`src/design/psc_pkg.sv`:
```
`timescale 1ns / 1ps
// psc_pkg: types and constants shared by the pair sum counter modules.
// No dependencies.
package psc_pkg;

  localparam int VAL_W   = 10;
  localparam int TGT_W   = 11;
  localparam int CNT_W   = 11;
  localparam int TOTAL_W = 19;
  localparam int EPOCH_W = 8;

  localparam logic [CNT_W-1:0]   CNT_MAX   = {CNT_W{1'b1}};
  localparam logic [TOTAL_W-1:0] TOTAL_MAX = {TOTAL_W{1'b1}};
  localparam logic [EPOCH_W-1:0] EPOCH_MAX = {EPOCH_W{1'b1}};
  localparam logic [EPOCH_W-1:0] EPOCH_FIRST = EPOCH_W'(1);

  // One histogram entry: the set it belongs to and its count.
  typedef struct packed {
    logic [EPOCH_W-1:0] epoch;
    logic [CNT_W-1:0]   count;
  } hist_entry_t;

  typedef enum logic {
    ST_CLEAR,
    ST_RUN
  } psc_state_t;

  // Controller status seen by the datapath.
  typedef struct packed {
    logic               clearing;
    logic [EPOCH_W-1:0] epoch;
  } psc_ctl_t;

endpackage

```
`src/design/psc_ctrl.sv`:
```
`timescale 1ns / 1ps
// psc_ctrl: set epoch counter and histogram clearing sweep.
// Depends on psc_pkg.
module psc_ctrl #(
  parameter int DEPTH  = 1024,
  parameter int ADDR_W = 10
) (
  input  logic              clk,
  input  logic              rst_n,
  input  logic              set_done,
  output logic [ADDR_W-1:0] clr_addr,
  output psc_pkg::psc_ctl_t ctl
);
  import psc_pkg::*;

  psc_state_t         state_r, state_nxt;
  logic [ADDR_W-1:0]  clr_cnt_r, clr_cnt_nxt;
  logic [EPOCH_W-1:0] epoch_r, epoch_nxt;

  always_ff @(posedge clk) begin
    if (!rst_n) begin
      state_r   <= ST_CLEAR;
      clr_cnt_r <= '0;
      epoch_r   <= EPOCH_FIRST;
    end else begin
      state_r   <= state_nxt;
      clr_cnt_r <= clr_cnt_nxt;
      epoch_r   <= epoch_nxt;
    end
  end

  always_comb begin
    state_nxt   = state_r;
    clr_cnt_nxt = clr_cnt_r;
    epoch_nxt   = epoch_r;
    case (state_r)
      ST_CLEAR: begin
        clr_cnt_nxt = clr_cnt_r + 1'b1;
        if (clr_cnt_r == ADDR_W'(DEPTH - 1)) begin
          clr_cnt_nxt = '0;
          state_nxt   = ST_RUN;
        end
      end
      ST_RUN: begin
        if (set_done) begin
          if (epoch_r == EPOCH_MAX) begin
            // tags are about to alias: wipe them all back to zero
            epoch_nxt   = EPOCH_FIRST;
            clr_cnt_nxt = '0;
            state_nxt   = ST_CLEAR;
          end else begin
            epoch_nxt = epoch_r + 1'b1;
          end
        end
      end
      default: begin
        state_nxt = ST_CLEAR;
      end
    endcase
  end

  assign clr_addr     = clr_cnt_r;
  assign ctl.clearing = (state_r == ST_CLEAR);
  assign ctl.epoch    = epoch_r;

endmodule

```
`config.mk`:
```
export PLATFORM = sky130hd
export DESIGN_NAME = psc_ctrl
export DESIGN_NICKNAME = d
export VERILOG_FILES = /design/src/design/psc_pkg.sv /design/src/design/psc_ctrl.sv
export SDC_FILE = /design/constraint.sdc
export NUM_CORES = 1
export LEC_CHECK = 0
export BUFFER_PORTS_ARGS = -buffer_cell sky130_fd_sc_hd__buf_2
export CORE_MARGIN = 1
export CORE_UTILIZATION = 53
export DETAILED_ROUTE_END_ITERATION = 12
export PLACE_DENSITY = 0.86
export SYNTH_ARGS = -nofsm -noshare
export SYNTH_HDL_FRONTEND = slang
export SYNTH_SLANG_ARGS = --single-unit
```
`constraint.sdc`:
```
create_clock -name clk -period 3 [get_ports clk]
set_clock_uncertainty 0.15 [all_clocks]
set_input_delay 0.3 -clock clk [delete_from_list [all_inputs] [get_ports clk]]
set_output_delay 0.3 -clock clk [all_outputs]
set_load 0.01 [all_outputs]
```
==> summary.md <==
During synthesis, Yosys emitted a total of 0 warnings. In this run the critical register-to-register path is launched from epoch_r[0]. In this run the worst path has a maximum fanout of 5. Leaving out fill and tap cells, the most frequent cell in the layout is buf_2.

The worst hold path belongs to the class in -> reg. Internal power comes to 0.315 mW. The initial utilization of the core area, before any placement, comes to 59.1%. Summed over all failing endpoints, the final setup total negative slack is 0 ns. After detailed routing, the average wire length per cell comes to 12.8 um. The shortest period the worst path allows came out at 1.77 ns.

Net count of the mapped netlist: 110. For the worst IR drop on VDD, the log shows 0.292 mV. The kind of launch point of the worst setup path was a flip-flop.

In this run the most critical hold path is launched from rst_n. Routability-driven placement finished with a final weighted congestion of 0.853. The synthesis-to-finish area growth was 14.9%; the leakage power figure was 0.446 nW. The area fraction of the dominant cell type after synthesis works out to 41.3%.

Setup slack on the critical path of the routed design comes to 1.23 ns. Leaving out fill and tap cells, the most frequent cells in the layout are buf_2, dfxtp_1, nand2_1, nor2_1, o21ai_0. Input and output buffers added on the ports amount to 21. The post-route netlist has 22.8% of its cells at a drive strength greater than 1. The site row count is 14, and the final count of pins violating max slew is 0. Initial antenna violation count: 0.

Data arrives at the worst endpoint at 1.78 ns. The endpoint of the worst register-to-register path was epoch_r[3]. The number of gates resized after CTS was 0. After synthesis, the cell types taking the most area are dfxtp_1, nand2_1, xnor2_1, nor2_1, o21ai_0. The post-placement setup slack was 1.28 ns. Combined global-route utilization of all metal layers: 22.2%. The worst hold path stage count works out to 2.

The tools report the endpoint of the worst hold-timing path as epoch_r[0]. Setup violations remaining at the end of the flow were counted as 0. The number of vias per cell is 5.90, and the slew of the pin with the lowest slew margin is 0.520 ns.

Of all cell types, the one taking the most synthesized area is dfxtp_1. The total wire length after detailed routing came out at 1830 um. Before antenna repair, the detailed router went through 4 iterations.

In this run the count of I/O pins placed on the die edge is 22. Of the total power, registers draw 64.2%. The die is 43.7 um tall. Buffers inserted to repair hold after CTS numbered 0. TritonCTS built the clock tree. The clock network accounts for 30.4% of the total power. The tools report the total vias in the final route as 843.

Counting cells, the worst reg-to-reg path comes to 5. Summed over all nets, the switching power comes to 0.0901 mW. Of the total power, combinational logic draws 5.5%. In this run the mean area of a mapped cell was 8.77 um2.

The detail route stage leaves a number of antenna-violating nets equal to 0. For the required arrival time at the worst endpoint, the log shows 3.02 ns. In this run the cell area measured after placement is 1030 um2.

For the share of synthesized area occupied by flip-flops and latches, the log shows 41.3%. Clock latency on the worst-skew pair, taken at its later pin, is 0.29 ns. Counting the buffers created by CTS gives 3. The tools report the total grt overflow as 0. Setup slack on the worst reg-to-reg path comes out at 1.23 ns. The run gives 2 as the maximum root-to-sink buffer count.

Synthesis instantiated 32 different standard cells from the library. The run gives 105 as the post-synthesis cell count. The run finished with clean final reports.

The worst pin sits at a relative slew slack of 65.0%. Setup repair after global routing left no endpoint under its margin. Detailed placement ended at an HPWL of 1340 um. The proportion of total power due to net switching came out at 22.3%. Final hold analysis gives a worst-case slack of 0.114 ns.

The number of remaining DRC errors is 0, and the area enclosed by the die boundary is 1910 um2. The type of the setup path with the least slack was reg -> reg. In this run the clock root is driven by a clkbuf_4. The post-CTS repair timing setup buffer count was 0. Entering global routing, the biggest net connects 12 pins. The synthesized design contains 19 register bits.

The hold violation count in the final report was 0; the power density relative to cell area was 382 nW/um2. The tools report the endpoint kind of the worst setup timing path as a flip-flop. The first global-routing pass estimated 3070 um of wire. After clock tree synthesis, the clock-pin slew on the worst setup and hold paths is 0.10 ns. After routing the design area is 1060 um2. After floorplanning, the core was sized to cover 1560 um2.

The floorplan step set the die width to 43.7 um. The run gives 19 as the clock net sink count. The repair_antennas step left the layout with diodes totalling 0. The CTS H-tree depth is 1, and the summed instance area of the synthesized netlist is 921 um2.

Final net count: 133. For this block, the initial DRC count from the detailed router was 12. The number of max-cap violations was 0.

The critical path starts at epoch_r[0]. The highest achievable clock rate is 566 MHz, and the fraction of the cycle the final worst path needs is 58.9%. Via count of the first global-routing pass: 741.
sequential cells by signal, indices dropped and copies added, names as in the netlist:
signal	cells
clr_addr	10
epoch_r	8
state_r	1
per-layer routing:
layer | global-route usage, % | vias up | routed length (um)
met5 | 0 | - | 0
met4 | 16.3 | 0 | 46
met3 | 4.17 | 6 | 66
met2 | 34.3 | 21 | 866
met1 | 27.3 | 392 | 850
li1 | - | 424 | -
how the worst max path moves through the flow:
stage / endpoint / cells after the start / slack, ns
6_report: epoch_r[3] / 5 / 1.23
3_5_place_dp: epoch_r[4] / 5 / 1.28
3_3_place_gp: clr_addr[6] / 5 / 1.31
4_1_cts: epoch_r[3] / 5 / 1.24
2_1_floorplan: clr_addr[0] / 5 / 1.38
5_1_grt: epoch_r[3] / 5 / 1.11
cells by family after synthesis:
group | after synthesis | share of synthesized area (%)
DFF | 19 | 41.3
AOI/OAI and AO/OA | 21 | 18.1
muxes | 1 | 1.22
buffers and inverters | 4 | 2.04
adders and majority gates | 2 | 2.72
xor gates and xnor gates | 7 | 6.66
and+or+nand+nor | 51 | 28.0
critical path: stages (launching register included):
cell,delay (ns)
dfxtp_1,0.41
ha_1,0.24
and3_1,0.22
nand2_1,0.09
o21ai_0,0.44
nor2_1,0.10
synthesized netlist by cell type:
library cell,instances
inv_1,1
or4_1,1
and4_2,1
and2_0,1
nand4_1,5
o21a_1,1
nor2_1,10
a22o_1,2
o311ai_0,1
nand3_1,4
a22oi_1,1
and4_1,2
and2_1,2
nand2b_1,2
xnor2_1,6
nor3_1,1
a21boi_0,1
o211a_1,1
o211ai_1,2
ha_1,2
and3_1,5
nand2_1,16
dfxtp_1,19
a21oi_1,2
a31oi_2,1
mux2_2,1
nor4_1,1
buf_2,3
a41oi_4,1
o21ai_0,7
o31ai_1,1
xor2_1,1
layout make-up:
type	count	area [um2]
inverter	1	3.75
timing repair buffer	21	105
fill	133	500
clock inverter	1	5.00
sequential	19	380
clock buffer	3	22.5
multi-input combinational	82	522
tap	16	20.0
through the flow:
| step | power [mW] | std cells | util (%) |
|---|---|---|---|
| floorplan | 0.278 | 105 | - |
| global route | 0.427 | 143 | 67.9 |
| CTS | 0.410 | 143 | 67.9 |
| global placement | 0.286 | 139 | 66.1 |
| finish | 0.405 | 143 | 67.9 |
| detailed placement | 0.288 | 139 | 66.1 |
power by group through the flow:
stage	sequential [mW]	clock, mW	combinational [mW]
floorplan	0.267	0	0.0114
global placement	0.265	0	0.0208
detailed placement	0.266	0	0.0219
CTS	0.260	0.127	0.0224
global route	0.261	0.142	0.0246
finish	0.260	0.123	0.0221
No activity file was read; power rests on OpenSTA's default activity.
